File: config.mk
export PLATFORM = sky130hd
export DESIGN_NAME = isaac_vec
export DESIGN_NICKNAME = d
export VERILOG_FILES = /design/src/rtl/isaac_pkg.sv /design/src/rtl/isaac_vec.sv
export SDC_FILE = /design/constraint.sdc
export NUM_CORES = 1
export LEC_CHECK = 0
export ABC_AREA = 1
export ABC_CLOCK_PERIOD_IN_PS = 9800
export BUFFER_PORTS_ARGS = -buffer_cell sky130_fd_sc_hd__buf_2
export CORE_ASPECT_RATIO = 0.8
export CORE_UTILIZATION = 45
export CTS_BUF_LIST = sky130_fd_sc_hd__clkbuf_2
export CTS_CLUSTER_DIAMETER = 120
export DETAILED_ROUTE_END_ITERATION = 12
export PLACE_DENSITY = 0.71
export SYNTH_ARGS = -nofsm -noshare
export SYNTH_HDL_FRONTEND = slang
export SYNTH_SLANG_ARGS = --single-unit
File: constraint.sdc
create_clock -name i_clk -period 9.8 [get_ports i_clk]
set_input_delay 1.96 -clock i_clk [delete_from_list [all_inputs] [get_ports i_clk]]
set_output_delay 1.96 -clock i_clk [all_outputs]
set_load 0.1 [all_outputs]
File: src/rtl/isaac_pkg.sv
// ----------------------------------------------------------------------------
// isaac_pkg
// Shared widths, constants and types of the ISAAC random generator.
// ----------------------------------------------------------------------------
package isaac_pkg;

    // memory geometry
    localparam int LOG_WORDS = 8;
    localparam int WORDS     = 1 << LOG_WORDS;
    localparam int HALF      = WORDS / 2;
    localparam int BLK_W     = LOG_WORDS - 3;

    // field widths
    localparam int WORD_W    = 32;
    localparam int OUT_W     = 31;
    localparam int CMD_W     = 2;
    localparam int SEED_IX_W = 8;

    typedef logic [WORD_W-1:0]    t_word;
    typedef logic [LOG_WORDS-1:0] t_addr;
    typedef logic [LOG_WORDS:0]   t_pos;

    // golden ratio seed of the scramble vector
    localparam t_word GOLDEN = 32'h9e37_79b9;

    // command codes
    typedef enum logic [CMD_W-1:0] {
        CMD_LOAD = 2'd0,
        CMD_KEY  = 2'd1,
        CMD_DRAW = 2'd2
    } t_cmd;

    // scramble vector operations
    typedef enum logic [2:0] {
        VEC_HOLD,
        VEC_INIT,
        VEC_ADD,
        VEC_STEP,
        VEC_ROT
    } t_vec_op;

    typedef struct packed {
        t_vec_op    op;
        logic [2:0] line;
    } t_vec_ctrl;

endpackage

File: src/rtl/isaac_vec.sv
// ----------------------------------------------------------------------------
// isaac_vec
// Eight-word scramble vector, one scramble line per cycle while stepped, rotating lanes.
// ----------------------------------------------------------------------------
module isaac_vec (
    input  logic                  i_clk,
    input  isaac_pkg::t_vec_ctrl  i_ctrl,
    input  isaac_pkg::t_word      i_din,
    output isaac_pkg::t_word      o_w0
);
    import isaac_pkg::*;

    t_word r_w [8];
    t_word n_w [8];
    t_word t0;
    t_word t1;
    t_word t3;

    // shift of one scramble line
    function automatic t_word line_shift(input t_word w, input logic [2:0] line);
        t_word s;
        unique case (line)
            3'd0: s = w << 11;
            3'd1: s = w >> 2;
            3'd2: s = w << 8;
            3'd3: s = w >> 16;
            3'd4: s = w << 10;
            3'd5: s = w >> 4;
            3'd6: s = w << 8;
            3'd7: s = w >> 9;
        endcase
        return s;
    endfunction

    // a step applies one line on the head of the vector, then rotates by one lane
    always_comb begin
        t0 = r_w[0] ^ line_shift(r_w[1], i_ctrl.line);
        t3 = r_w[3] + t0;
        t1 = r_w[1] + r_w[2];
        for (int j = 0; j < 8; j++) begin
            n_w[j] = r_w[j];
        end
        unique case (i_ctrl.op)
            VEC_INIT: begin
                for (int j = 0; j < 8; j++) begin
                    n_w[j] = GOLDEN;
                end
            end
            VEC_ADD: begin
                for (int j = 0; j < 7; j++) begin
                    n_w[j] = r_w[j+1];
                end
                n_w[7] = r_w[0] + i_din;
            end
            VEC_STEP: begin
                n_w[0] = t1;
                n_w[1] = r_w[2];
                n_w[2] = t3;
                n_w[3] = r_w[4];
                n_w[4] = r_w[5];
                n_w[5] = r_w[6];
                n_w[6] = r_w[7];
                n_w[7] = t0;
            end
            VEC_ROT: begin
                for (int j = 0; j < 7; j++) begin
                    n_w[j] = r_w[j+1];
                end
                n_w[7] = r_w[0];
            end
            default: begin
            end
        endcase
    end

    always_ff @(posedge i_clk) begin
        for (int j = 0; j < 8; j++) begin
            r_w[j] <= n_w[j];
        end
    end

    assign o_w0 = r_w[0];

endmodule

==> impl_metrics.tcl, run 1 <==
set metrics [dict create \
    status "completed" \
    worst-path-max-fanout 87 \
    syn_inst 2835 \
    seqPwrFrac 0.412 \
    largestRegisters "r_w (256)" \
    post_synth_instance_area_um2 19800 \
    tns_ps 0 \
    avgSynthCellArea_um2 6.99 \
    cp.required_ps 10500 \
    dr_total_vias 18900 \
    highest_layer "met5" \
    regMostFlops "r_w" \
    ys.flop_type "edfxtp_1" \
    grt_setup_unrepaired "no" \
    crit_start "i_ctrl[5]" \
    maxCapViolCount 0 \
    place_congestion 1.02 \
    grt_max_degree 116 \
    ys_top_cells_by_count "nand2_1 (934), inv_1 (528), edfxtp_1 (256)" \
    place_ws_ps 3950 \
    synth.top_cell.area_share 0.388 \
    root_buffer "clkbuf_2" \
    via_per_inst 5.40 \
    syn_to_final_growth_pct 6.52 \
    cts.sinks 256 \
    synth_most_common_cell "nand2_1" \
    layout-drive-gt1-share 0.106 \
    h-tree-depth 3 \
    wl_um 74500 \
    clk_pin_slew_ps 120 \
    first_global_vias 17400 \
    slew_violations 0 \
    dp_hpwl_um 58200 \
    internal_power_w 0.00200 \
    finalNonFillerCells 3500 \
    cts_setup_buffers 0 \
    max_slew.worst_pin.slew_ps 942 \
    nets 3035 \
    peakVddDrop_mv 0.123 \
    rr_startpoint "r_w[0][48]" \
    initial_core_util 0.457 \
    clockBufferDepth 3 \
    worstPathArrival_ps 5630 \
    syn-num-nets 2975 \
    grt_pass1_wl_um 109000 \
    hold_viol_final 0 \
    die_area_um2 44900 \
    ff2ff_setup_slack_ps 6120 \
    cts_tree "yes" \
    io_pins 71 \
    crit_end "r_w[1][101]" \
    setup_ws_ps 4870 \
    hold_buffers 0 \
    start_kind "input port" \
    p_clk_frac 0.240 \
    dr.pass1.iters 6 \
    drt-initial-drc-count 2263 \
    period_share 0.503 \
    crit_type "in2reg" \
    gr-total-overflow 0 \
    synth_seq_cells 256 \
    rows 68 \
    yosysSeqAreaShare 0.388 \
    p_per_area_nw_per_um2 162 \
    drc 0 \
    ant_nets 0 \
    finalSetupViolCount 0 \
    synthDistinctLibCells 39 \
    end_kind "flip-flop" \
    dr_wl_met2_um 30700 \
    async_flop_share 0 \
    post-route-util 0.487 \
    routedWlPerCell_um 21.3 \
    die_y_um 190 \
    cts_resized 0 \
    grtUsageTotal 0.335 \
    cts_buffers 69 \
    fmax_mhz 203 \
    met3WireLength_um 7360 \
    synth-edff-count 256 \
    min-delay-path-class "reg2reg" \
    worst-r2r-cell-count 15 \
    m1WireLength_um 33600 \
    r2r-end "r_w[0][88]" \
    p_sw_frac 0.416 \
    fin_worst_skew_ps 66.6 \
    port_buffers 70 \
    chipWidth_um 237 \
    yosysWarningCount 0 \
    core-area_um2 43300 \
    dp.cells 3384 \
    p_switching_w 0.00143 \
    insertion_delay_ps 1010 \
    antenna_found_initial 4 \
    largest_reg_flops 256 \
    p_comb_frac 0.348 \
    yosys.area.top_type "edfxtp_1" \
    leakage_nw 10.5 \
    synthTopCellsByArea "edfxtp_1 (39%), nand2_1 (18%), inv_1 (10%)" \
    slew_headroom 0.372 \
    period_minus_slack_ps 4930 \
]
## layout make-up
cell class | count | area, µm²
sequential | 256 | 7690
timing repair buffer | 81 | 445
clock inverter | 25 | 211
multi-input combinational | 1951 | 9590
inverter | 536 | 2010
clock buffer | 88 | 440
tap | 560 | 701
antenna | 3 | 7.51
fill | 4405 | 22200
## worst max-delay path, cell delays in order
cell and delay, ps:
buf_2 110, inv_1 60, nand2_1 110, nor2_2 110, buf_4 340, inv_2 120
nand2_2 70, buf_4 490, nor2_4 50, buf_4 340, inv_1 700, buf_4 570
o21ai_0 220, nand3b_1 250
## worst min-delay path by stage
stage / from / to / slack (ps) / cells after the start
2_1_floorplan: r_w[1][20] / r_w[0][116] / 480 / 1
3_3_place_gp: r_w[1][36] / r_w[1][4] / 480 / 1
3_5_place_dp: r_w[1][32] / r_w[1][0] / 490 / 1
4_1_cts: r_w[1][110] / r_w[1][78] / 480 / 1
5_1_grt: r_w[1][32] / r_w[1][0] / 500 / 1
6_report: r_w[1][110] / r_w[1][78] / 480 / 1
## power by group through the flow
| stage | registers, W | clock network (W) | logic, W |
|---|---|---|---|
| after floorplan | 0.00140 | 0 | 0.000854 |
| after global routing | 0.00142 | 0.000895 | 0.00132 |
| final | 0.00141 | 0.000821 | 0.00119 |
| after detailed placement | 0.00143 | 0 | 0.00117 |
| after CTS | 0.00141 | 0.000849 | 0.00117 |
| after global placement | 0.00143 | 0 | 0.00116 |
## metrics by stage
| stage | hold slack (ps) | area, µm² | total power (W) |
|---|---|---|---|
| floorplan | 476 | 19800 | 0.00225 |
| global placement | 484 | 20400 | 0.00259 |
| detailed placement | 487 | 20400 | 0.00260 |
| CTS | 482 | 21100 | 0.00343 |
| global route | 503 | 21100 | 0.00363 |
| finish | 483 | 21100 | 0.00343 |
## layer usage
metal  track usage  up-vias
li1              -     9083
met1         0.481     8742
met2         0.486      955
met3        0.0749      135
met4         0.133        2
met5             0        -
## cells in the final DEF (no fill, tap or decap), types with 2 or more instances in the layout
master | Yosys | final
o21ai_1 | 3 | 3
nand4_1 | 41 | 41
bufinv_16 | 0 | 4
a21o_1 | 3 | 3
clkinv_2 | 0 | 4
xnor2_2 | 3 | 3
or2_1 | 5 | 5
nand3_2 | 2 | 2
inv_2 | 8 | 9
a22oi_1 | 2 | 2
a21oi_1 | 87 | 87
inv_1 | 528 | 528
nand3b_1 | 12 | 12
xor2_1 | 8 | 8
o21bai_1 | 6 | 6
nor3_1 | 23 | 23
edfxtp_1 | 256 | 256
diode_2 | 0 | 3
clkbuf_2 | 0 | 88
clkinvlp_4 | 0 | 2
nand3_1 | 226 | 226
clkinv_1 | 0 | 14
ha_1 | 98 | 98
nor2_1 | 217 | 216
nor2_4 | 1 | 3
nand2_1 | 934 | 933
buf_2 | 22 | 70
or2_2 | 111 | 111
o21ai_0 | 86 | 86
o22ai_1 | 29 | 29
buf_4 | 37 | 10
and2_1 | 31 | 31
fa_1 | 3 | 3
o211ai_1 | 11 | 11
## kinds of logic (layout without fill, tap and decap cells)
kind of cell | after synthesis | after routing | share of synthesized area
fa+ha+maj | 101 | 101 | 0.0649
simple gates | 1608 | 1608 | 0.349
flops | 256 | 256 | 0.388
xor+xnor | 11 | 11 | 0.00600
other cells | 0 | 3 | 0
buf+inv | 628 | 730 | 0.129
compound gates | 231 | 231 | 0.0636
(Power assumes the default switching activity.)
==> inputs of run 2 (changes only) <==
Settings changed: ABC_CLOCK_PERIOD_IN_PS 9800 to 4400, PLACE_DENSITY 0.71 to 0.73.
Clock period 9.8 ns to 4.4 ns, I/O delays scaled along.
==> impl_metrics.tcl, run 2 (synthesis results as in run 1) <==
set metrics [dict create \
    core-area_um2 43300 \
    multiInputGateArea_um2 9600 \
    nets 3075 \
    grt_max_degree 91 \
    post-route-util 0.495 \
    min-delay-path-class "in2reg" \
    wl_um 76500 \
    leakage_nw 10.7 \
    h-tree-depth 3 \
    crit_type "reg2reg" \
    clk_pin_slew_ps 110 \
    die_y_um 190 \
    crit_path_max_incr_delay_ps 490 \
    p_switching_w 0.00326 \
    worst-path-max-fanout 6 \
    regMostFlops "r_w" \
    tns_ps 0 \
    internal_power_w 0.00439 \
    slew_violations 0 \
    period_share 0.851 \
    peakVddDrop_mv 0.274 \
    p_clk_frac 0.233 \
    clockBufferDepth 3 \
    grtUsageTotal 0.341 \
    cts_tree "yes" \
    finalSetupViolCount 0 \
    grt_pass1_wl_um 112000 \
    via_per_inst 5.36 \
    cts.sinks 256 \
    cts_resized 0 \
    max_slew.worst_pin.slew_ps 854 \
    port_buffers 70 \
    root_buffer "clkbuf_2" \
    cp.required_ps 5150 \
    dp_hpwl_um 60400 \
    drt-initial-drc-count 2106 \
    largestRegisters "r_w (256)" \
    end_kind "flip-flop" \
    initial_core_util 0.457 \
    grt_setup_unrepaired "no" \
    maxCapViolCount 0 \
    drc 0 \
    setup_ws_ps 656 \
    slowest_stage "edfxtp_1" \
    first_global_vias 17500 \
    fillCellCount 4448 \
    routedWlPerCell_um 21.5 \
    cts_buffers 69 \
    chipWidth_um 237 \
    p_per_area_nw_per_um2 357 \
    largest_reg_flops 256 \
    p_sw_frac 0.426 \
    rows 68 \
    io_pins 71 \
    ff2ff_setup_slack_ps 660 \
    layout_commonest_cell "nand2_1" \
    cts_setup_buffers 0 \
    place_congestion 1.02 \
    crit_path_frequent_cell "nand2_1" \
    insertion_delay_ps 1020 \
    regArea_um2 7690 \
    start_kind "flip-flop" \
    gr-total-overflow 0 \
    die_area_um2 44900 \
    dr.pass1.iters 6 \
    worstPathArrival_ps 4500 \
    hold_viol_final 0 \
    syn_to_final_growth_pct 8.29 \
    period_minus_slack_ps 3740 \
    worstPathCellList "inv_1, o22ai_1, a21oi_1, nand3_1, and2_1, ha_1, nand2_1, nor2_1, nand2_1, nand3_1, nand2_1, nand2_1, nand2_1, nand3_1, nand2_1" \
    hold_buffers 0 \
    slew_headroom 0.428 \
    p_total_w 0.00765 \
    dr_total_vias 19000 \
    place_ws_ps 122 \
    final_cell_mix "nand2_1 (933), inv_1 (528), edfxtp_1 (256)" \
    ant_nets 0 \
    fin_worst_skew_ps 81.0 \
    fmax_mhz 267 \
    status "completed" \
    seqPwrFrac 0.411 \
    layout-drive-gt1-share 0.119 \
    p_comb_frac 0.356 \
    antenna_found_initial 2 \
]
==> run 2: cell types whose count changed in the layout (fill, tap and decap cells not counted) <==
| cell | previous run | this run |
|---|---|---|
| clkinv_1 | 14 | 20 |
| bufinv_16 | 4 | 1 |
| nand2_8 | 0 | 1 |
| buf_4 | 10 | 46 |
| clkinv_2 | 4 | 3 |
| clkinvlp_4 | 2 | 0 |
| diode_2 | 3 | 1 |
| inv_2 | 9 | 8 |
| inv_6 | 0 | 2 |
| clkbuf_2 | 88 | 95 |
| clkinv_4 | 0 | 4 |
| buf_12 | 1 | 5 |
| nand2_4 | 1 | 0 |
==> run 2: power groups by stage <==
stage	logic (W)	clock network [W]	registers, W
2_1_floorplan	0.00190	0	0.00307
3_3_place_gp	0.00264	0	0.00319
3_5_place_dp	0.00266	0	0.00319
4_1_cts	0.00267	0.00184	0.00314
5_1_grt	0.00300	0.00196	0.00315
6_report	0.00272	0.00178	0.00314
==> run 2: critical path: cells and delay by family, from the launching register on <==
kind,cells,cell delay [ps]
flip-flops,1,490
adder cells (fa/ha/maj),1,330
AND/OR/NAND/NOR,11,1670
AO/OA/AOI/OAI,2,560
buffers and inverters,1,440
==> run 2: through the flow <==
stage / hold slack [ps] / cells / cell area (µm²)
final: 365 / 3550 / 21400
after detailed placement: 488 / 3424 / 20800
after floorplan: 476 / 2835 / 19800
after CTS: 302 / 3549 / 21400
after global placement: 483 / 3424 / 20800
after global routing: 332 / 3550 / 21400
==> run 2: area by class of cell <==
class / instances / share of cell area
flip-flops and latches: 256 / 0.358
inverters: 536 / 0.0938
multi-input cells: 1951 / 0.448
clock inverters: 30 / 0.00805
diodes: 1 / 0.000117
repair buffers: 121 / 0.0371
well taps: 560 / 0.0327
clock buffers: 95 / 0.0222
==> run 2: worst paths after layout <==
path / startpoint / to / depth (start not counted)
max: r_w[0][49] / r_w[0][92] / 15
min: i_din[31] / r_w[1][127] / 5
max reg2reg: r_w[0][49] / r_w[0][92] / 15
min reg2reg: r_w[1][52] / r_w[1][20] / 1
==> run 2: per-layer routing <==
| metal | GRT usage | routed length [µm] |
|---|---|---|
| met3 | 0.0842 | 7500 |
| met4 | 0.131 | 2970 |
| met1 | 0.483 | 34600 |
| met5 | 0 | 14 |
| met2 | 0.501 | 31400 |
==> inputs of run 3 (changes only) <==
Settings changed: RECOVER_POWER set to 50.
==> impl_metrics.tcl, run 3 (synthesis results as in run 1) <==
set metrics [dict create \
    clockBufferDepth 3 \
    peakVddDrop_mv 0.273 \
    place_ws_ps 122 \
    p_switching_w 0.00325 \
    grt_max_degree 91 \
    start_kind "input port" \
    maxCapViolCount 0 \
    fin_worst_skew_ps 78.9 \
    clk_pin_slew_ps 110 \
    end_kind "flip-flop" \
    drt-initial-drc-count 2192 \
    final_cell_mix "nand2_1 (935), inv_1 (529), edfxtp_1 (256)" \
    cts_tree "yes" \
    regMostFlops "r_w" \
    cp.required_ps 5080 \
    period_minus_slack_ps 3910 \
    cts_setup_buffers 0 \
    dp_hpwl_um 60400 \
    p_clk_frac 0.233 \
    grt_pass1_wl_um 112000 \
    largest_reg_flops 256 \
    crit_type "in2reg" \
    grt_setup_unrepaired "no" \
    place_congestion 1.02 \
    h-tree-depth 3 \
    ant_nets 0 \
    antenna_found_initial 2 \
    die_y_um 190 \
    cts.sinks 256 \
    dpl_cell_area_um2 20800 \
    p_comb_frac 0.355 \
    leakage_nw 10.6 \
    layout-drive-gt1-share 0.114 \
    grtUsageTotal 0.341 \
    cts_buffers 69 \
    largestRegisters "r_w (256)" \
    setup_ws_ps 486 \
    internal_power_w 0.00438 \
    p_per_area_nw_per_um2 358 \
    root_buffer "clkbuf_2" \
    core-area_um2 43300 \
    port_buffers 70 \
    hold_buffers 0 \
    max_slew.worst_pin.slew_ps 1370 \
    insertion_delay_ps 1030 \
    crit_path_max_incr_delay_ps 820 \
    drc 0 \
    finalSetupViolCount 0 \
    chipWidth_um 237 \
    fin_area_um2 21300 \
    initial_core_util 0.457 \
    syn_to_final_growth_pct 7.79 \
    min-delay-path-class "in2reg" \
    first_global_vias 17500 \
    worstPathCellList "buf_2, inv_1, nand2_1, nor2_1, inv_1, nand2_1, nor2_1, nand2_1, clkbuf_2, buf_12" \
    slowest_stage "nor2_1" \
    seqPwrFrac 0.412 \
    dr.pass1.iters 9 \
    io_pins 71 \
    hold_viol_final 0 \
    routedWlPerCell_um 21.6 \
    worstPathArrival_ps 4590 \
    cts_resized 0 \
    fmax_mhz 256 \
    wl_um 76500 \
    layout_commonest_cell "nand2_1" \
    p_sw_frac 0.426 \
    p_total_w 0.00763 \
    slew_violations 0 \
    rows 68 \
    slew_headroom 0.0845 \
    tns_ps 0 \
    dr_total_vias 19100 \
    crit_path_frequent_cell "nand2_1" \
    status "completed" \
    worst-path-max-fanout 45 \
    nets 3075 \
    via_per_inst 5.38 \
    gr-total-overflow 0 \
    die_area_um2 44900 \
    period_share 0.890 \
]
==> run 3: final timing paths <==
kind / startpoint / slack, ps / to / depth (start not counted)
setup / recovery: i_ctrl[5] / 490 / r_w[0][79] / 10
hold / removal: i_din[31] / 370 / r_w[1][127] / 5
setup reg to reg: r_w[0][49] / 690 / r_w[0][92] / 15
hold reg to reg: r_w[1][52] / 470 / r_w[1][20] / 1
==> run 3: stage by stage <==
step | utilization | hold WS (ps) | std cells
4_1_cts | 0.495 | 302 | 3549
5_1_grt | 0.493 | 332 | 3550
2_1_floorplan | - | 476 | 2835
3_5_place_dp | 0.480 | 488 | 3424
3_3_place_gp | 0.480 | 483 | 3424
6_report | 0.493 | 366 | 3550
==> run 3: power groups by stage <==
stage	Combinational, W	Sequential (W)	Clock (W)
finish	0.00271	0.00315	0.00178
global route	0.00299	0.00315	0.00196
CTS	0.00267	0.00314	0.00184
detailed placement	0.00266	0.00319	0
global placement	0.00264	0.00319	0
floorplan	0.00190	0.00307	0
==> run 3: critical path, delay by kind of cell <==
kind	cells	cell delay [ps]
simple gates	5	2170
buf+inv	5	1490
==> run 3: per-layer routing <==
| metal | share of wire | wire (µm) | track usage |
|---|---|---|---|
| met4 | 0.039 | 3020 | 0.131 |
| met1 | 0.45 | 34600 | 0.483 |
| met5 | 0.00018 | 14 | 0 |
| met2 | 0.41 | 31400 | 0.501 |
| met3 | 0.099 | 7540 | 0.0842 |
==> run 3: area by class of cell <==
class	count	area, µm²
Fill cell	4463	22000
Multi-Input combinational cell	1951	9570
Sequential cell	256	7690
Inverter	536	2010
Timing Repair Buffer	121	726
Tap cell	560	701
Clock buffer	95	475
Clock inverter	30	173
Antenna cell	1	2.50
